File: config.mk
export PLATFORM = sky130hd
export DESIGN_NAME = target_status_debounce_classifier_core
export DESIGN_NICKNAME = d
export VERILOG_FILES = /design/src/sv/tsdc_pkg.sv /design/src/sv/target_status_debounce_classifier_core.sv /design/src/sv/tsdc_ram.sv /design/src/sv/tsdc_front.sv /design/src/sv/tsdc_queue.sv /design/src/sv/tsdc_back.sv
export VERILOG_INCLUDE_DIRS = /design/src /design/src/sv
export SDC_FILE = /design/constraint.sdc
export NUM_CORES = 1
export LEC_CHECK = 0
export ABC_AREA = 1
export BUFFER_PORTS_ARGS = -buffer_cell sky130_fd_sc_hd__buf_2
export CAP_MARGIN = 20
export CORE_MARGIN = 8
export CORE_UTILIZATION = 57
export DETAILED_ROUTE_END_ITERATION = 16
export GPL_ROUTABILITY_DRIVEN = 0
export PLACE_DENSITY = 0.79
export SYNTH_ARGS = -nofsm -noshare
export SYNTH_HDL_FRONTEND = slang
export SYNTH_SLANG_ARGS = --single-unit
File: constraint.sdc
create_clock -name clock -period 7.2 [get_ports clock]
set_input_delay 0.72 -clock clock [delete_from_list [all_inputs] [get_ports clock]]
set_output_delay 0.72 -clock clock [all_outputs]
set_load 0.005 [all_outputs]
File: src/sv/target_status_debounce_classifier_core_assert.svh
// Assertion macros for the target status classifier, included by tsdc_back
`ifndef TARGET_STATUS_DEBOUNCE_CLASSIFIER_CORE_ASSERT_SVH
`define TARGET_STATUS_DEBOUNCE_CLASSIFIER_CORE_ASSERT_SVH

// Same-cycle implication, checked outside reset
`define TSDC_ASSERT_IMP(label, ante, cons, msg) \
   label: assert property (@(posedge clock) disable iff (reset) (ante) |-> (cons)) \
      else $error(msg);

// Next-cycle implication, checked outside reset
`define TSDC_ASSERT_NEXT(label, ante, cons, msg) \
   label: assert property (@(posedge clock) disable iff (reset) (ante) |=> (cons)) \
      else $error(msg);

`endif

File: src/sv/tsdc_pkg.sv
// Types, codes and constants of the target status classifier
`timescale 1ns / 1ps

package tsdc_pkg;

   // Default number of monitored targets
   localparam int unsigned NUM_TARGETS_DEFAULT = 16;

   // Field widths
   localparam int unsigned TARGET_W = 4;
   localparam int unsigned CONF_W   = 10;
   localparam int unsigned LIGHT_W  = 13;
   localparam int unsigned SSIM_W   = 16;
   localparam int unsigned SHIFT_W  = 16;
   localparam int unsigned FRAMES_W = 16;
   localparam int unsigned JUMP_W   = 15;
   localparam int unsigned CSR_IDX_W  = 3;
   localparam int unsigned CSR_DATA_W = 16;

   // Depth of the queue between front and back
   localparam int unsigned QUEUE_DEPTH = 2;

   // Request kinds
   typedef enum logic [1:0] {
      KIND_ANALYZE   = 2'd0,
      KIND_RESET     = 2'd1,
      KIND_RESET_ALL = 2'd2,
      KIND_REMOVE    = 2'd3
   } kind_type;

   typedef logic [1:0] status_type;
   typedef logic [3:0] reason_type;
   typedef logic [2:0] run_type;

   // Status codes
   localparam status_type ST_INIT   = 2'd0;
   localparam status_type ST_NORMAL = 2'd1;
   localparam status_type ST_WARN   = 2'd2;
   localparam status_type ST_ERROR  = 2'd3;

   // Reason codes
   localparam reason_type RS_OK        = 4'd0;
   localparam reason_type RS_CONF_LOW  = 4'd1;
   localparam reason_type RS_CONF_WARN = 4'd2;
   localparam reason_type RS_SSIM_ERR  = 4'd3;
   localparam reason_type RS_SSIM_WARN = 4'd4;
   localparam reason_type RS_DARK      = 4'd5;
   localparam reason_type RS_BRIGHT    = 4'd6;
   localparam reason_type RS_JUMP      = 4'd7;
   localparam reason_type RS_INIT      = 4'd8;
   localparam reason_type RS_RESET     = 4'd9;

   // Debounce run limits
   localparam run_type RUN_MAX   = 3'd5;
   localparam run_type RUN_SHORT = 3'd3;

   // Jump check applies above this many tracked frames
   localparam logic [FRAMES_W-1:0] JUMP_MIN_FRAMES = 16'd5;

   // Configuration register indexes
   localparam logic [CSR_IDX_W-1:0] CSR_CONF_ERR  = 3'd0;
   localparam logic [CSR_IDX_W-1:0] CSR_CONF_WARN = 3'd1;
   localparam logic [CSR_IDX_W-1:0] CSR_SSIM_ERR  = 3'd2;
   localparam logic [CSR_IDX_W-1:0] CSR_SSIM_WARN = 3'd3;
   localparam logic [CSR_IDX_W-1:0] CSR_LIGHT_ERR = 3'd4;
   localparam logic [CSR_IDX_W-1:0] CSR_LIGHT_HI  = 3'd5;
   localparam logic [CSR_IDX_W-1:0] CSR_JUMP      = 3'd6;

   // Configuration reset values
   localparam logic [CONF_W-1:0]         CONF_ERR_RST  = 10'd550;
   localparam logic [CONF_W-1:0]         CONF_WARN_RST = 10'd700;
   localparam logic signed [SSIM_W-1:0]  SSIM_ERR_RST  = 16'sd10650;
   localparam logic signed [SSIM_W-1:0]  SSIM_WARN_RST = 16'sd12288;
   localparam logic [LIGHT_W-1:0]        LIGHT_ERR_RST = 13'd1024;
   localparam logic [LIGHT_W-1:0]        LIGHT_HI_RST  = 13'd3891;
   localparam logic [JUMP_W-1:0]         JUMP_RST      = 15'd1280;

   // Classified request passed from front to back
   typedef struct packed {
      kind_type             kind;
      logic [TARGET_W-1:0]  target;
      status_type           inst;
      reason_type           rsn;
   } op_type;

   // Per-target debounce record
   typedef struct packed {
      status_type state;
      reason_type reason;
      status_type last;
      run_type    run;
   } entry_type;

   localparam entry_type ENTRY_INIT  = '{state: ST_INIT, reason: RS_INIT,
                                         last: ST_INIT, run: 3'd0};
   localparam entry_type ENTRY_RESET = '{state: ST_INIT, reason: RS_RESET,
                                         last: ST_INIT, run: 3'd0};

endpackage

File: src/sv/target_status_debounce_classifier_core.sv
// Top level of the target status debounce classifier
//
//   channel   handshake             carries
//   req_*     req_valid/req_stall   kind, target and one frame's measurements
//   rsp_*     rsp_valid/rsp_stall   confirmed status, reason, normal flag, instant
//   csr_*     csr_valid/csr_ready   threshold register index and write data
//
// Takes one request per cycle; an analysed frame passes through the queue and the
// update stage into the result register. The single read-modify-write stage on
// the per-target record RAM sets the rate and forwards its write to the next
// request of the same target. Reset is synchronous; per-target flags clear at
// once, so no clearing pass follows. A stall on rsp_ holds the result register;
// requests flow into the two-entry queue until it fills and raises req_stall.
`timescale 1ns / 1ps

module target_status_debounce_classifier_core #(
   parameter int unsigned NUM_TARGETS = tsdc_pkg::NUM_TARGETS_DEFAULT
) (
   input  logic                                clock,
   input  logic                                reset,
   input  logic                                csr_valid,
   output logic                                csr_ready,
   input  logic [tsdc_pkg::CSR_IDX_W-1:0]      csr_index,
   input  logic [tsdc_pkg::CSR_DATA_W-1:0]     csr_wdata,
   input  logic                                req_valid,
   output logic                                req_stall,
   input  logic [1:0]                          req_kind,
   input  logic [tsdc_pkg::TARGET_W-1:0]       req_target,
   input  logic [tsdc_pkg::CONF_W-1:0]         req_confidence,
   input  logic [tsdc_pkg::LIGHT_W-1:0]        req_brightness,
   input  logic signed [tsdc_pkg::SSIM_W-1:0]  req_similarity,
   input  logic signed [tsdc_pkg::SHIFT_W-1:0] req_shift_x,
   input  logic signed [tsdc_pkg::SHIFT_W-1:0] req_shift_y,
   input  logic [tsdc_pkg::FRAMES_W-1:0]       req_frames_tracked,
   output logic                                rsp_valid,
   input  logic                                rsp_stall,
   output logic [1:0]                          rsp_confirmed_status,
   output logic [3:0]                          rsp_reason,
   output logic                                rsp_is_normal,
   output logic [1:0]                          rsp_instant_status
);
   import tsdc_pkg::*;

   logic   push_valid;
   op_type push_op;
   logic   queue_full;
   logic   pop;
   logic   head_valid;
   op_type head_op;

   // Accept and classify requests
   tsdc_front #(
      .NUM_TARGETS (NUM_TARGETS)
   ) u_front (
      .clock              (clock),
      .reset              (reset),
      .csr_valid          (csr_valid),
      .csr_ready          (csr_ready),
      .csr_index          (csr_index),
      .csr_wdata          (csr_wdata),
      .req_valid          (req_valid),
      .req_stall          (req_stall),
      .req_kind           (req_kind),
      .req_target         (req_target),
      .req_confidence     (req_confidence),
      .req_brightness     (req_brightness),
      .req_similarity     (req_similarity),
      .req_shift_x        (req_shift_x),
      .req_shift_y        (req_shift_y),
      .req_frames_tracked (req_frames_tracked),
      .queue_full         (queue_full),
      .push_valid         (push_valid),
      .push_op            (push_op)
   );

   // Decouple front and back
   tsdc_queue u_queue (
      .clock      (clock),
      .reset      (reset),
      .push_valid (push_valid),
      .push_op    (push_op),
      .full       (queue_full),
      .pop        (pop),
      .head_valid (head_valid),
      .head_op    (head_op)
   );

   // Debounce per target and deliver results
   tsdc_back #(
      .NUM_TARGETS (NUM_TARGETS)
   ) u_back (
      .clock                (clock),
      .reset                (reset),
      .head_valid           (head_valid),
      .head_op              (head_op),
      .pop                  (pop),
      .rsp_valid            (rsp_valid),
      .rsp_stall            (rsp_stall),
      .rsp_confirmed_status (rsp_confirmed_status),
      .rsp_reason           (rsp_reason),
      .rsp_is_normal        (rsp_is_normal),
      .rsp_instant_status   (rsp_instant_status)
   );

endmodule

File: src/sv/tsdc_ram.sv
// Generic single-write, single-read RAM with registered read data
`timescale 1ns / 1ps

module tsdc_ram #(
   parameter int unsigned WIDTH = 8,
   parameter int unsigned DEPTH = 16,
   localparam int unsigned AW = (DEPTH > 1) ? $clog2(DEPTH) : 1
) (
   input  logic             clock,
   input  logic             wr_en,
   input  logic [AW-1:0]    wr_addr,
   input  logic [WIDTH-1:0] wr_data,
   input  logic             rd_en,
   input  logic [AW-1:0]    rd_addr,
   output logic [WIDTH-1:0] rd_data
);

   logic [WIDTH-1:0] mem_ff [DEPTH];
   logic [WIDTH-1:0] rd_data_ff;

   // Write port
   always_ff @(posedge clock) begin
      if (wr_en) begin
         mem_ff[wr_addr] <= wr_data;
      end
   end

   // Registered read port, hold when not enabled
   always_ff @(posedge clock) begin
      if (rd_en) begin
         rd_data_ff <= mem_ff[rd_addr];
      end
   end

   assign rd_data = rd_data_ff;

endmodule

File: src/sv/tsdc_front.sv
// Front part: configuration registers and per-request frame classification
`timescale 1ns / 1ps

module tsdc_front #(
   parameter int unsigned NUM_TARGETS = tsdc_pkg::NUM_TARGETS_DEFAULT
) (
   input  logic                                    clock,
   input  logic                                    reset,
   input  logic                                    csr_valid,
   output logic                                    csr_ready,
   input  logic [tsdc_pkg::CSR_IDX_W-1:0]          csr_index,
   input  logic [tsdc_pkg::CSR_DATA_W-1:0]         csr_wdata,
   input  logic                                    req_valid,
   output logic                                    req_stall,
   input  logic [1:0]                              req_kind,
   input  logic [tsdc_pkg::TARGET_W-1:0]           req_target,
   input  logic [tsdc_pkg::CONF_W-1:0]             req_confidence,
   input  logic [tsdc_pkg::LIGHT_W-1:0]            req_brightness,
   input  logic signed [tsdc_pkg::SSIM_W-1:0]      req_similarity,
   input  logic signed [tsdc_pkg::SHIFT_W-1:0]     req_shift_x,
   input  logic signed [tsdc_pkg::SHIFT_W-1:0]     req_shift_y,
   input  logic [tsdc_pkg::FRAMES_W-1:0]           req_frames_tracked,
   input  logic                                    queue_full,
   output logic                                    push_valid,
   output tsdc_pkg::op_type                        push_op
);
   import tsdc_pkg::*;

   logic [CONF_W-1:0]        conf_err_ff,  conf_err_in;
   logic [CONF_W-1:0]        conf_warn_ff, conf_warn_in;
   logic signed [SSIM_W-1:0] ssim_err_ff,  ssim_err_in;
   logic signed [SSIM_W-1:0] ssim_warn_ff, ssim_warn_in;
   logic [LIGHT_W-1:0]       light_err_ff, light_err_in;
   logic [LIGHT_W-1:0]       light_hi_ff,  light_hi_in;
   logic [JUMP_W-1:0]        jump_ff,      jump_in;

   logic [SHIFT_W:0] mag_x;
   logic [SHIFT_W:0] mag_y;
   logic [SHIFT_W:0] mag_max;
   status_type       inst;
   reason_type       rsn;
   logic             normal;
   logic             in_range;
   kind_type         kind;

   // Configuration writes are always taken
   assign csr_ready = 1'b1;

   // Decode register writes
   always_comb begin
      conf_err_in  = conf_err_ff;
      conf_warn_in = conf_warn_ff;
      ssim_err_in  = ssim_err_ff;
      ssim_warn_in = ssim_warn_ff;
      light_err_in = light_err_ff;
      light_hi_in  = light_hi_ff;
      jump_in      = jump_ff;
      if (csr_valid) begin
         case (csr_index)
            CSR_CONF_ERR:  conf_err_in  = csr_wdata[CONF_W-1:0];
            CSR_CONF_WARN: conf_warn_in = csr_wdata[CONF_W-1:0];
            CSR_SSIM_ERR:  ssim_err_in  = $signed(csr_wdata[SSIM_W-1:0]);
            CSR_SSIM_WARN: ssim_warn_in = $signed(csr_wdata[SSIM_W-1:0]);
            CSR_LIGHT_ERR: light_err_in = csr_wdata[LIGHT_W-1:0];
            CSR_LIGHT_HI:  light_hi_in  = csr_wdata[LIGHT_W-1:0];
            CSR_JUMP:      jump_in      = csr_wdata[JUMP_W-1:0];
            default:       ;
         endcase
      end
   end

   always_ff @(posedge clock) begin
      if (reset) begin
         conf_err_ff  <= CONF_ERR_RST;
         conf_warn_ff <= CONF_WARN_RST;
         ssim_err_ff  <= SSIM_ERR_RST;
         ssim_warn_ff <= SSIM_WARN_RST;
         light_err_ff <= LIGHT_ERR_RST;
         light_hi_ff  <= LIGHT_HI_RST;
         jump_ff      <= JUMP_RST;
      end else begin
         conf_err_ff  <= conf_err_in;
         conf_warn_ff <= conf_warn_in;
         ssim_err_ff  <= ssim_err_in;
         ssim_warn_ff <= ssim_warn_in;
         light_err_ff <= light_err_in;
         light_hi_ff  <= light_hi_in;
         jump_ff      <= jump_in;
      end
   end

   // Displacement magnitudes, one bit wider to hold the most negative value
   assign mag_x   = req_shift_x[SHIFT_W-1] ?
                    ((SHIFT_W+1)'(0) - {req_shift_x[SHIFT_W-1], req_shift_x}) :
                    {1'b0, req_shift_x};
   assign mag_y   = req_shift_y[SHIFT_W-1] ?
                    ((SHIFT_W+1)'(0) - {req_shift_y[SHIFT_W-1], req_shift_y}) :
                    {1'b0, req_shift_y};
   assign mag_max = (mag_x > mag_y) ? mag_x : mag_y;

   // Classify the frame: errors always override, warnings only while normal
   always_comb begin
      inst   = ST_NORMAL;
      rsn    = RS_OK;
      normal = 1'b1;
      if (req_confidence < conf_err_ff) begin
         inst = ST_ERROR; rsn = RS_CONF_LOW; normal = 1'b0;
      end else if (req_confidence < conf_warn_ff) begin
         inst = ST_WARN; rsn = RS_CONF_WARN; normal = 1'b0;
      end
      if (req_similarity < ssim_err_ff) begin
         inst = ST_ERROR; rsn = RS_SSIM_ERR; normal = 1'b0;
      end else if (req_similarity < ssim_warn_ff && normal) begin
         inst = ST_WARN; rsn = RS_SSIM_WARN; normal = 1'b0;
      end
      if (req_brightness < light_err_ff) begin
         inst = ST_ERROR; rsn = RS_DARK; normal = 1'b0;
      end else if (req_brightness > light_hi_ff && normal) begin
         inst = ST_WARN; rsn = RS_BRIGHT; normal = 1'b0;
      end
      if (req_frames_tracked > JUMP_MIN_FRAMES && normal &&
          mag_max > {2'b00, jump_ff}) begin
         inst = ST_WARN; rsn = RS_JUMP; normal = 1'b0;
      end
   end

   // Drop requests for targets beyond the table
   assign kind     = kind_type'(req_kind);
   assign in_range = (kind == KIND_RESET_ALL) || (32'(req_target) < NUM_TARGETS);

   assign req_stall  = queue_full;
   assign push_valid = req_valid && !queue_full && in_range;

   always_comb begin
      push_op.kind   = kind;
      push_op.target = req_target;
      push_op.inst   = inst;
      push_op.rsn    = rsn;
   end

endmodule

File: src/sv/tsdc_queue.sv
// Short request queue between the classifying front and the update back
`timescale 1ns / 1ps

module tsdc_queue (
   input  logic             clock,
   input  logic             reset,
   input  logic             push_valid,
   input  tsdc_pkg::op_type push_op,
   output logic             full,
   input  logic             pop,
   output logic             head_valid,
   output tsdc_pkg::op_type head_op
);
   import tsdc_pkg::*;

   localparam int unsigned AW = (QUEUE_DEPTH > 1) ? $clog2(QUEUE_DEPTH) : 1;

   op_type        slot_ff [QUEUE_DEPTH];
   logic [AW-1:0] wr_ptr_ff, wr_ptr_in;
   logic [AW-1:0] rd_ptr_ff, rd_ptr_in;
   logic [AW:0]   count_ff,  count_in;
   logic          do_push;
   logic          do_pop;

   assign full       = (count_ff == (AW+1)'(QUEUE_DEPTH));
   assign head_valid = (count_ff != '0);
   assign head_op    = slot_ff[rd_ptr_ff];

   assign do_push = push_valid && !full;
   assign do_pop  = pop && head_valid;

   // Advance pointers with wrap at the queue depth
   always_comb begin
      wr_ptr_in = wr_ptr_ff;
      rd_ptr_in = rd_ptr_ff;
      count_in  = count_ff;
      if (do_push) begin
         wr_ptr_in = (32'(wr_ptr_ff) == QUEUE_DEPTH - 1) ? '0 : wr_ptr_ff + 1'b1;
      end
      if (do_pop) begin
         rd_ptr_in = (32'(rd_ptr_ff) == QUEUE_DEPTH - 1) ? '0 : rd_ptr_ff + 1'b1;
      end
      if (do_push && !do_pop) begin
         count_in = count_ff + 1'b1;
      end else if (do_pop && !do_push) begin
         count_in = count_ff - 1'b1;
      end
   end

   always_ff @(posedge clock) begin
      if (reset) begin
         wr_ptr_ff <= '0;
         rd_ptr_ff <= '0;
         count_ff  <= '0;
      end else begin
         wr_ptr_ff <= wr_ptr_in;
         rd_ptr_ff <= rd_ptr_in;
         count_ff  <= count_in;
      end
   end

   // Store the pushed request
   always_ff @(posedge clock) begin
      if (do_push) begin
         slot_ff[wr_ptr_ff] <= push_op;
      end
   end

endmodule

File: src/sv/tsdc_back.sv
// Back part: per-target debounce read-modify-write and the result register
`timescale 1ns / 1ps
`include "target_status_debounce_classifier_core_assert.svh"

module tsdc_back #(
   parameter int unsigned NUM_TARGETS = tsdc_pkg::NUM_TARGETS_DEFAULT
) (
   input  logic                   clock,
   input  logic                   reset,
   input  logic                   head_valid,
   input  tsdc_pkg::op_type       head_op,
   output logic                   pop,
   output logic                   rsp_valid,
   input  logic                   rsp_stall,
   output logic [1:0]             rsp_confirmed_status,
   output logic [3:0]             rsp_reason,
   output logic                   rsp_is_normal,
   output logic [1:0]             rsp_instant_status
);
   import tsdc_pkg::*;

   localparam int unsigned IDX_W = (NUM_TARGETS > 1) ? $clog2(NUM_TARGETS) : 1;
   localparam int unsigned ENT_W = $bits(entry_type);

   // Update stage
   logic             b_valid_ff, b_valid_in;
   op_type           b_op_ff;
   logic             byp_valid_ff, byp_valid_in;
   entry_type        byp_entry_ff, byp_entry_in;
   logic             b_done;
   logic             advance;
   logic [IDX_W-1:0] head_addr;
   logic [IDX_W-1:0] b_addr;

   // Target flags: known target, and reset since last record write
   logic [NUM_TARGETS-1:0] active_ff,  active_in;
   logic [NUM_TARGETS-1:0] pending_ff, pending_in;

   logic [ENT_W-1:0] ram_rdata;
   entry_type        cur;
   entry_type        wr_entry;
   logic             wr_en;
   run_type          run_nx;
   status_type       nxt;
   logic             t3;
   logic             t5;

   // Result register
   logic       rsp_valid_ff, rsp_valid_in;
   status_type rsp_status_ff;
   reason_type rsp_reason_ff;
   status_type rsp_inst_ff;

   assign head_addr = IDX_W'(head_op.target);
   assign b_addr    = IDX_W'(b_op_ff.target);

   // Complete when the result slot is free or the request gives no result
   assign b_done  = b_valid_ff &&
                    (b_op_ff.kind != KIND_ANALYZE || !rsp_valid_ff || !rsp_stall);
   assign advance = head_valid && (!b_valid_ff || b_done);
   assign pop     = advance;
   assign wr_en   = b_done && (b_op_ff.kind == KIND_ANALYZE);

   assign b_valid_in = advance ? 1'b1 : (b_done ? 1'b0 : b_valid_ff);

   // Forward the record being written to a following request of the same target
   always_comb begin
      byp_valid_in = byp_valid_ff;
      byp_entry_in = byp_entry_ff;
      if (advance) begin
         byp_valid_in = wr_en && (b_addr == head_addr);
         byp_entry_in = wr_entry;
      end
   end

   tsdc_ram #(
      .WIDTH (ENT_W),
      .DEPTH (NUM_TARGETS)
   ) u_entry_ram (
      .clock   (clock),
      .wr_en   (wr_en),
      .wr_addr (b_addr),
      .wr_data (wr_entry),
      .rd_en   (advance),
      .rd_addr (head_addr),
      .rd_data (ram_rdata)
   );

   // Pick the current record: unknown, reset, forwarded or stored
   always_comb begin
      if (!active_ff[b_addr]) begin
         cur = ENTRY_INIT;
      end else if (pending_ff[b_addr]) begin
         cur = ENTRY_RESET;
      end else if (byp_valid_ff) begin
         cur = byp_entry_ff;
      end else begin
         cur = entry_type'(ram_rdata);
      end
   end

   // Count runs of equal instants, saturating
   always_comb begin
      if (cur.last == b_op_ff.inst) begin
         run_nx = (cur.run < RUN_MAX) ? cur.run + 3'd1 : cur.run;
      end else begin
         run_nx = 3'd1;
      end
   end

   assign t3 = (run_nx >= RUN_SHORT);
   assign t5 = (run_nx >= RUN_MAX);

   // Debounced confirmed state
   always_comb begin
      nxt = cur.state;
      case (cur.state)
         ST_INIT: begin
            if (t3) begin
               nxt = b_op_ff.inst;
            end
         end
         ST_NORMAL: begin
            if (t5 && b_op_ff.inst == ST_ERROR) begin
               nxt = ST_ERROR;
            end else if (t3 && b_op_ff.inst == ST_WARN) begin
               nxt = ST_WARN;
            end
         end
         ST_WARN: begin
            if (t3 && b_op_ff.inst == ST_ERROR) begin
               nxt = ST_ERROR;
            end else if (t3 && b_op_ff.inst == ST_NORMAL) begin
               nxt = ST_NORMAL;
            end
         end
         default: begin
            if (t5 && b_op_ff.inst == ST_NORMAL) begin
               nxt = ST_NORMAL;
            end else if (t3 && b_op_ff.inst == ST_WARN) begin
               nxt = ST_WARN;
            end
         end
      endcase
   end

   always_comb begin
      wr_entry.state  = nxt;
      wr_entry.last   = b_op_ff.inst;
      wr_entry.run    = run_nx;
      if (nxt != cur.state) begin
         wr_entry.reason = (nxt == ST_NORMAL) ? RS_OK : b_op_ff.rsn;
      end else begin
         wr_entry.reason = cur.reason;
      end
   end

   // Update target flags as each request completes
   always_comb begin
      active_in  = active_ff;
      pending_in = pending_ff;
      if (b_done) begin
         case (b_op_ff.kind)
            KIND_ANALYZE: begin
               active_in[b_addr]  = 1'b1;
               pending_in[b_addr] = 1'b0;
            end
            KIND_RESET: begin
               pending_in[b_addr] = pending_ff[b_addr] | active_ff[b_addr];
            end
            KIND_RESET_ALL: begin
               pending_in = pending_ff | active_ff;
            end
            KIND_REMOVE: begin
               active_in[b_addr] = 1'b0;
            end
            default: ;
         endcase
      end
   end

   // Load the result register, drop it once taken
   always_comb begin
      if (wr_en) begin
         rsp_valid_in = 1'b1;
      end else if (!rsp_stall) begin
         rsp_valid_in = 1'b0;
      end else begin
         rsp_valid_in = rsp_valid_ff;
      end
   end

   always_ff @(posedge clock) begin
      if (reset) begin
         b_valid_ff   <= 1'b0;
         byp_valid_ff <= 1'b0;
         rsp_valid_ff <= 1'b0;
         active_ff    <= '0;
         pending_ff   <= '0;
      end else begin
         b_valid_ff   <= b_valid_in;
         byp_valid_ff <= byp_valid_in;
         rsp_valid_ff <= rsp_valid_in;
         active_ff    <= active_in;
         pending_ff   <= pending_in;
      end
   end

   always_ff @(posedge clock) begin
      if (advance) begin
         b_op_ff <= head_op;
      end
      byp_entry_ff <= byp_entry_in;
      if (wr_en) begin
         rsp_status_ff <= wr_entry.state;
         rsp_reason_ff <= wr_entry.reason;
         rsp_inst_ff   <= b_op_ff.inst;
      end
   end

   assign rsp_valid            = rsp_valid_ff;
   assign rsp_confirmed_status = rsp_status_ff;
   assign rsp_reason           = rsp_reason_ff;
   assign rsp_is_normal        = (rsp_status_ff == ST_NORMAL);
   assign rsp_instant_status   = rsp_inst_ff;

   // A written record always carries a run of one to five
   `TSDC_ASSERT_IMP(a_run_range, wr_en, (wr_entry.run != 3'd0 && wr_entry.run <= RUN_MAX), "run count out of range")
   // Leaving the initial state takes at least three equal frames
   `TSDC_ASSERT_IMP(a_init_exit, (wr_en && cur.state == ST_INIT && nxt != ST_INIT), (run_nx >= RUN_SHORT), "early exit from init")
   // A move to normal clears the reason
   `TSDC_ASSERT_IMP(a_normal_ok, (wr_en && nxt == ST_NORMAL && cur.state != ST_NORMAL), (wr_entry.reason == RS_OK), "normal without ok reason")
   // A loaded result is never overwritten while stalled
   `TSDC_ASSERT_NEXT(a_rsp_hold, (rsp_valid_ff && rsp_stall), (rsp_valid_ff && !$past(wr_en)), "result overwritten")

endmodule

# After elaboration in Yosys (flattened, before gate mapping)
# Memories as Yosys holds them, arrays and structs flattened. A register that Yosys moved wholly into a read port is not among the register bits.
# Cells that the tools add are included.
# totals
output_inout_bits	12
ff_bits	163
mem_count	2
ramBits	200
in_bits	117
# memory_table
memory	depth	word_bits	read_ports	rd_ports_with_merged_regs	wr	line	text
u_back.u_entry_ram.mem_ff	16	11	1	1	1	tsdc_ram.sv:18	logic [WIDTH-1:0] mem_ff [DEPTH];
u_queue.slot_ff	2	12	1	1	1	tsdc_queue.sv:18	op_type slot_ff [QUEUE_DEPTH];
# classes
n_lt_le_gt_ge	14
mux	60
bitwise_logic	6
reduce_logical	46
n_eq_ne	21
n_addsub	7
# op_table
cell	count
17-bit two-way mux	3
16-bit case mux with 3 select lines	1
1-bit by 16-bit subtractor with 17-bit output, first input constant	2
11-bit two-way mux	3
16-bit AND	2
16-bit < comparator	2
2-bit two-way mux	16
4-bit two-way mux	8
16-bit bitwise OR	2
16-bit case mux with 2 select lines	1
1-bit two-way mux	21
10-bit < comparator	2
1-bit logical AND	19
2-bit AND reduction	9
17-bit by 15-bit greater-than comparator with 1-bit output	1
17-bit greater-than comparator	1
16-bit bitwise mux	1
16-bit by 3-bit greater-than comparator with 1-bit output, second input constant	1
16-bit NOT	1
13-bit greater-than comparator	1
13-bit < comparator	1
2-bit == test, second input constant	6
2-bit by 1-bit == test with 1-bit output, second input constant	5
2-bit nonzero test	5
other kinds (26)	40

# Logic depth before layout (Yosys ltp)
# Gate-level depths: netlist of the first run.
# depth
depth_word	15
ltp_mapped	39
ltp_nobuf	37

# By module
# A second synthesis of the first run with hierarchy kept.
# hier_totals
cells_unflattened	2399
hier_area_um2	20038.0
# by_module_without_submodules
module	seq_area_each_um2	n_inst	cells_each	area_each_um2
tsdc_ram	5615.4	1	747	7962.6
tsdc_front	1861.8	1	981	6965.4
tsdc_back	1631.6	1	597	3956.3
tsdc_queue	820.8	1	74	1153.6

# Worst setup path after synthesis of the first run
# Ideal clock, no wire load.
# synth_path
path_kind	in2reg
from	input port req_shift_y[0] (netlist bit)
to	memory u_queue.slot_ff[0][4] (netlist bit) (data pin)
path_slack_ns	1.823
stages	37
setup_ns	0.269
required_time_ns	6.931
arrival_ns	5.108
path_cell_list	inv_1 ha_1 inv_1 nor3_1 nor3b_1 inv_1 nor3_1 nand2_1 nor4_1 a21oi_1 xor2_1 inv_1 ha_1 nand4_1 nor2_1 nand3_1 o211ai_1 nand2_1 inv_1 clkbuf_1 clkbuf_1 o21ai_0 ha_1 nand2_1 nor2_1 nand3b_1 nand3_1 a21oi_1 or3_1 inv_1 o21bai_1 nand2_1 o31ai_1 o211ai_1 nand2_1 inv_1 o21ai_0
# synth_rtl
element	line	text
start, declared	target_status_debounce_classifier_core.sv:33	input logic signed [tsdc_pkg::SHIFT_W-1:0] req_shift_y,
end, declared	tsdc_queue.sv:18	

==> metrics.yaml, run 1 <==
yosys:
  ys_async_sr_fraction: 0
  synth_sequential_area_ratio: 0.521
  synth_ff_type: "sky130_fd_sc_hd__edfxtp_1"
  post_synth_instance_area_um2: 18900
  yosys_register_bits: 372
  yosysWarningCount: 0
  yosysUniqueCellTypes: 46
  postSynthCellCount: 2124
  synth-edff-count: 239
  synth.avg_cell_area_um2: 8.90
global_route:
  use_met2: 0.417
  gr-total-overflow: 0
  maximum_number_of_pins_on_one_net_before_global_route_repair: 114
  gr-max-usage-layer: "met2"
  groute.usage.overall: 0.243
  global_routing_met3_resource_utilization: 0.0357
  number_of_global_route_vias_before_repair: 15400
  grtUsageMet1: 0.303
  first_pass_grt_wire_length_mm: 76.9
  grt_antenna_before_repair: 2
clocking:
  cts.reportedPaths.clkPinSlew_ns: 0.06
  clkLatencyLatePin_ns: 0.53
  post_cts_resize_count: 0
  post_cts_hold_buffer_count: 0
  cts_tree: "yes"
  max-clock-path-buffers: 3
  cts_root_buffer: "sky130_fd_sc_hd__clkbuf_16"
  cts_made_buffers: 38
  post-cts-setup-buffers: 0
  htreeDepth: 2
  cts.sinks: 372
power_and_ir_drop:
  power_frac_clock: 0.291
  power.sequential.fraction: 0.414
  p_per_area_nw_per_um2: 312
  net-switching-power_mw: 2.37
  leakage_nw: 8.70
  finalPower_mw: 6.61
  comb_power_share: 0.295
  switching_share: 0.358
  p_int_mw: 4.24
  irDropWorstVdd_mv: 0.212
route:
  dr_drc_count: 0
  via_per_inst: 5.79
  drt_pre_antenna_iters: 5
  drt-initial-drc-count: 1415
  wl_per_cell_um: 18.0
  vias: 15600
  detail_route.wirelength_mm: 48.5
  detail-route-antenna-nets: 0
outcome:
  run_status: "complete, no violations"
timing:
  fin_crit_sh: 0.813
  pins_over_their_slew_limit: 0
  max_freq_mhz: 171
  layout_setup_ws_ns: 1.35
  maxSlewHeadroom: 0.262
  fin_worst_hold_slack_ns: 0.417
  final.min_clock_period_ns: 5.85
  setup_viol: 0
  timing.setup.tns_ns: 0
  skew_ns: 0.0295
  finalHoldViolations: 0
  timing_worst_slew_pin_value_ns: 1.10
  rsz0062_at_grt: "no"
floorplanning:
  die_w_um: 198
  ioPinCount: 129
  placement_rows: 66
  initial_utilization: 0.579
  fp.dieArea_um2: 39200
  chipHeight_um: 198
  core_region_um2: 32600
layout:
  layout.cell_area.non_filler_um2: 21200
  fraction_of_final_layout_cells_with_drive_strength_greater_than_1: 0.108
  layout.cells.most_common_list: "386 x sky130_fd_sc_hd__nand2_1, 258 x sky130_fd_sc_hd__a21oi_1, 246 x sky130_fd_sc_hd__inv_1, 239 x sky130_fd_sc_hd__edfxtp_1, 233 x sky130_fd_sc_hd__o21ai_0"
  final_net_count: 2456
  num-fill-cells: 2533
  most_common_library_cell_in_the_layout_ignoring_fill_and_taps: "sky130_fd_sc_hd__nand2_1"
  post-route-util: 0.649
  area_overhead_of_the_layout_relative_to_synthesis_pct: 12.0
  finish.cell_count_without_fillers: 2697
worst_setup_path:
  worstSetupPathType: "in -> reg"
  sum_of_buffers_and_inverters_on_the_critical_path: 8
  critPathCaptureType: "flip-flop"
  cp_common_cell: "sky130_fd_sc_hd__inv_1"
  timing.reg2reg.setup_slack_ns: 2.33
  timing.critical_path.max_delay_family: "simple AND/OR/NAND/NOR gates"
  data_arrival_time_at_the_worst_slack_endpoint_ns: 6.11
  crit_start: "req_shift_y[0]"
  timing.reg2reg.worst_path_depth: 24
  total_number_of_cells_along_the_worst_setup_path: 36
  worst_path_largest_cell_delay_ns: 0.51
  critical_path_required_ns: 7.46
  crit-reg2reg-launch: "u_back.b_addr[0]$_DFFE_PP_"
  cp-start-kind: "input pin"
  crit_path_max_delay_cell_type: "sky130_fd_sc_hd__inv_1"
  crit_fanout: 30
placed_design:
  placed_area_um2: 19900
  placed_cells_incl_taps: 2623
  post-place-ws_ns: 0.886
  post-dp-hpwl_mm: 32.2
  number_of_input_and_output_port_buffers_inserted: 126
min_path:
  hold_path_startpoint: "req_target[0]"
  worstHoldPathCells: 1
  timing.hold.worst.class: "in -> reg"
flow_run:
  timing.max_cap.violations: 0
[power by group through the flow]
stage                     Combinational [mW]  Sequential, mW  Clock [mW]
after floorplan                         1.39            2.69           0
after global placement                  1.79            2.76           0
after detailed placement                1.87            2.77           0
after CTS                               1.91            2.73        1.94
after global routing                    2.17            2.76        2.02
final                                   1.95            2.73        1.92
[state kept, by name, indices dropped and copies added, names as in the netlist, 7 cells and up, named ones only]
signal and cells:
u_back.b_op_ff 7, u_back.byp_entry_ff 11, u_back.pending_ff 16, u_back.u_entry_ram.mem_ff 176
u_back.u_entry_ram.rd_data 11, u_front.conf_err_ff 10, u_front.conf_warn_ff 10, u_front.jump_ff 15
u_front.light_err_ff 13, u_front.light_hi_ff 13, u_front.ssim_err_ff 16, u_front.ssim_warn_ff 16
u_queue.slot_ff 22
[synthesized netlist by cell type, drive strengths merged, types with 3 or more instances]
cell	number	area (um^2)
clkbuf	82	308
edfxtp	239	7180
or2	4	25.0
clkinv	3	11.3
nand3	42	230
nor3	31	155
dfxtp	133	2660
ha	114	1430
nor3b	3	22.5
o2111ai	3	26.3
o21a	3	22.5
a21boi	4	30.0
o21ai	235	1180
o32ai	13	114
o221ai	9	78.8
xor2	23	201
o31ai	7	52.6
nand2	402	1540
nor2	150	581
nor4	7	43.8
nand4	16	100
o211ai	56	420
a21oi	258	1290
buf	13	83.8
inv	251	942
a31oi	4	25.0
xnor2	8	70.1
[per-layer routing]
metal	share of wire	routed length, um	vias up
met1	0.39	19000	7275
met3	0.079	3820	130
met2	0.49	23800	718
met5	0	0	-
met4	0.037	1800	0
li1	-	-	7494
[worst register-to-register path: cells and delay by family, from the launching register on]
family	cells	cell delay, ns
flip-flops	1	0.84
adder cells (fa/ha/maj)	1	0.17
AND/OR/NAND/NOR	19	2.62
AO/OA/AOI/OAI	1	0.34
buffers and inverters	3	0.46
[logic make-up (layout without fill, tap and decap cells)]
logic type      count (synthesis)  after routing  synth area share
simple gates                  657            657             0.144
buf+inv                       349            478            0.0712
compound gates                598            598             0.174
xor+xnor                       31             31            0.0144
other cells                     2              4          0.000397
mux                             1              1          0.000530
flops                         372            372             0.521
fa+ha+maj                     114            114            0.0755
[cell type report]
type	count	area, um^2	share of cell area
antenna	1	2.50	0.000118
clock buffer	49	1010	0.0478
clock inverter	20	206	0.00975
inverter	254	953	0.0450
multi-input combinational	1404	7730	0.365
sequential	372	9840	0.465
tap	442	553	0.0261
timing repair buffer	155	872	0.0412
[worst paths after layout]
path | endpoint
max | u_queue.slot_ff[0][4]$_DFFE_PP_
min | u_queue.slot_ff[1][6]$_DFFE_PP_
max reg2reg | u_back.u_entry_ram.mem_ff[4][5]$_DFFE_PP_
min reg2reg | u_queue.rd_ptr_ff$_SDFFE_PP0P_
(Power assumes the default switching activity.)
==> run 2: changes to the inputs <==
==> constraint.sdc (replaced) <==
create_clock -name clock -period 5.55 [get_ports clock]
set_input_delay 0.555 -clock clock [delete_from_list [all_inputs] [get_ports clock]]
set_output_delay 0.555 -clock clock [all_outputs]
set_load 0.005 [all_outputs]
==> run 2 against run 1 <==
Effect of this change: clock skew shrank 0.011 ns; critical path depth is the same; cell area increased by 0.45%; die area is the same; final cell count up 0.30%; worst setup slack got worse by 0.76 ns; sequential share of layout area fell by 0.21 points; critical path type unchanged; critical endpoint is now u_queue.slot_ff[1][4]$_DFFE_PP_; largest power group unchanged.
==> metrics.yaml, run 2 (synthesis results as in run 1) <==
outcome:
  run_status: "complete, no violations"
clocking:
  cts_root_buffer: "sky130_fd_sc_hd__clkbuf_16"
  htreeDepth: 2
  cts_made_buffers: 38
  max-clock-path-buffers: 3
  cts.reportedPaths.clkPinSlew_ns: 0.06
  clkLatencyLatePin_ns: 0.53
  post_cts_hold_buffer_count: 0
  cts_tree: "yes"
  cts.sinks: 372
power_and_ir_drop:
  p_per_area_nw_per_um2: 401
  irDropWorstVdd_mv: 0.267
  leakage_nw: 8.75
worst_setup_path:
  critPathCaptureType: "flip-flop"
  crit_path_max_delay_cell_type: "sky130_fd_sc_hd__ha_1"
  cp-start-kind: "input pin"
  worstSetupPathType: "in -> reg"
  cp_common_cell: "sky130_fd_sc_hd__inv_1"
  critical_path_required_ns: 5.80
  worst_path_largest_cell_delay_ns: 0.34
  data_arrival_time_at_the_worst_slack_endpoint_ns: 5.21
  timing.reg2reg.setup_slack_ns: 1.16
  crit_fanout: 30
timing:
  maxSlewHeadroom: 0.274
  layout_setup_ws_ns: 0.592
  timing_worst_slew_pin_value_ns: 1.08
  fin_crit_sh: 0.893
  finalHoldViolations: 0
  timing.setup.tns_ns: 0
  fin_worst_hold_slack_ns: 0.248
  rsz0062_at_grt: "no"
  pins_over_their_slew_limit: 0
  final.min_clock_period_ns: 4.96
  max_freq_mhz: 202
  setup_viol: 0
  skew_ns: 0.0183
floorplanning:
  die_w_um: 198
  core_region_um2: 32600
  ioPinCount: 129
  chipHeight_um: 198
  fp.dieArea_um2: 39200
  initial_utilization: 0.579
  placement_rows: 66
placed_design:
  post-place-ws_ns: -0.127
  post-dp-hpwl_mm: 32.5
  number_of_input_and_output_port_buffers_inserted: 126
layout:
  largest_register_ffs: 176
  fraction_of_final_layout_cells_with_drive_strength_greater_than_1: 0.115
  most_common_library_cell_in_the_layout_ignoring_fill_and_taps: "sky130_fd_sc_hd__nand2_1"
  post-route-util: 0.652
  top_registers: "u_back.u_entry_ram.mem_ff (176), u_queue.slot_ff (22)"
  area_overhead_of_the_layout_relative_to_synthesis_pct: 12.5
  largest_register: "u_back.u_entry_ram.mem_ff"
  layout.cells.most_common_list: "386 x sky130_fd_sc_hd__nand2_1, 258 x sky130_fd_sc_hd__a21oi_1, 246 x sky130_fd_sc_hd__inv_1, 239 x sky130_fd_sc_hd__edfxtp_1, 233 x sky130_fd_sc_hd__o21ai_0"
  final_net_count: 2463
route:
  via_per_inst: 5.80
  detail-route-antenna-nets: 0
  dr_drc_count: 0
  wl_per_cell_um: 17.8
  detail_route.wirelength_mm: 48.2
  drt_pre_antenna_iters: 5
  vias: 15700
  drt-initial-drc-count: 1409
global_route:
  groute.usage.overall: 0.242
  number_of_global_route_vias_before_repair: 15300
  grt_antenna_before_repair: 1
  gr-total-overflow: 0
  first_pass_grt_wire_length_mm: 76.3
  maximum_number_of_pins_on_one_net_before_global_route_repair: 67
min_path:
  timing.hold.worst.class: "in -> reg"
flow_run:
  timing.max_cap.violations: 0
run 2: cell types whose count changed in the layout (fill, tap and decap cells not counted), sizes merged:
cell and change:
bufinv -3, buf +7, clkinv -4, clkbuf +10
inv -2
run 2: stage by stage:
stage	instances	area, um^2	power [mW]
CTS	2702	21200	8.49
floorplan	2125	18900	5.28
global placement	2627	19900	5.93
global route	2705	21300	8.96
finish	2705	21300	8.52
detailed placement	2632	20000	6.06
run 2: power breakdown:
group,internal [mW],leakage (nW),switching (mW)
combinational,0.751,4.81,1.81
sequential,3.32,3.35,0.204
clock,1.40,0.590,1.04
run 2: layout make-up:
cell class / instances / area, um^2
Inverter: 254 / 953
Antenna cell: 1 / 2.50
Fill cell: 2607 / 11400
Clock inverter: 11 / 86.3
Timing Repair Buffer: 162 / 933
Clock buffer: 59 / 1120
Tap cell: 442 / 553
Multi-Input combinational cell: 1404 / 7780
Sequential cell: 372 / 9840
run 2: timing repair:
action	in CTS	in global routing
endpoints found under the setup margin	0	10
gates resized for setup	0	9
setup buffers	0	0
endpoints found under the hold margin	0	0
run 2: final timing paths:
check | start | cells past startpoint | to
max | req_shift_x[1] | 36 | u_queue.slot_ff[1][4]$_DFFE_PP_
min | req_target[0] | 1 | u_queue.slot_ff[0][6]$_DFFE_PP_
max reg2reg | u_back.b_addr[0]$_DFFE_PP_ | 24 | u_back.u_entry_ram.mem_ff[5][7]$_DFFE_PP_
min reg2reg | u_front.ssim_warn_ff[5]$_SDFFE_PP0P_ | 2 | u_front.ssim_warn_ff[5]$_SDFFE_PP0P_
run 2: worst max-delay path: cells and delay by family:
family	cells	cell delay [ns]
simple gates	13	1.71
compound gates	11	1.20
fa+ha+maj	3	0.78
buf+inv	8	0.69
xor+xnor	1	0.29
run 2: per-layer routing:
metal,wire [um],global-route usage,up-vias,share of wire
met3,3760,0.0324,152,0.078
met4,2280,0.118,0,0.047
li1,-,-,7515,-
met1,19100,0.302,7290,0.40
met5,0,0,-,0
met2,23100,0.410,731,0.48
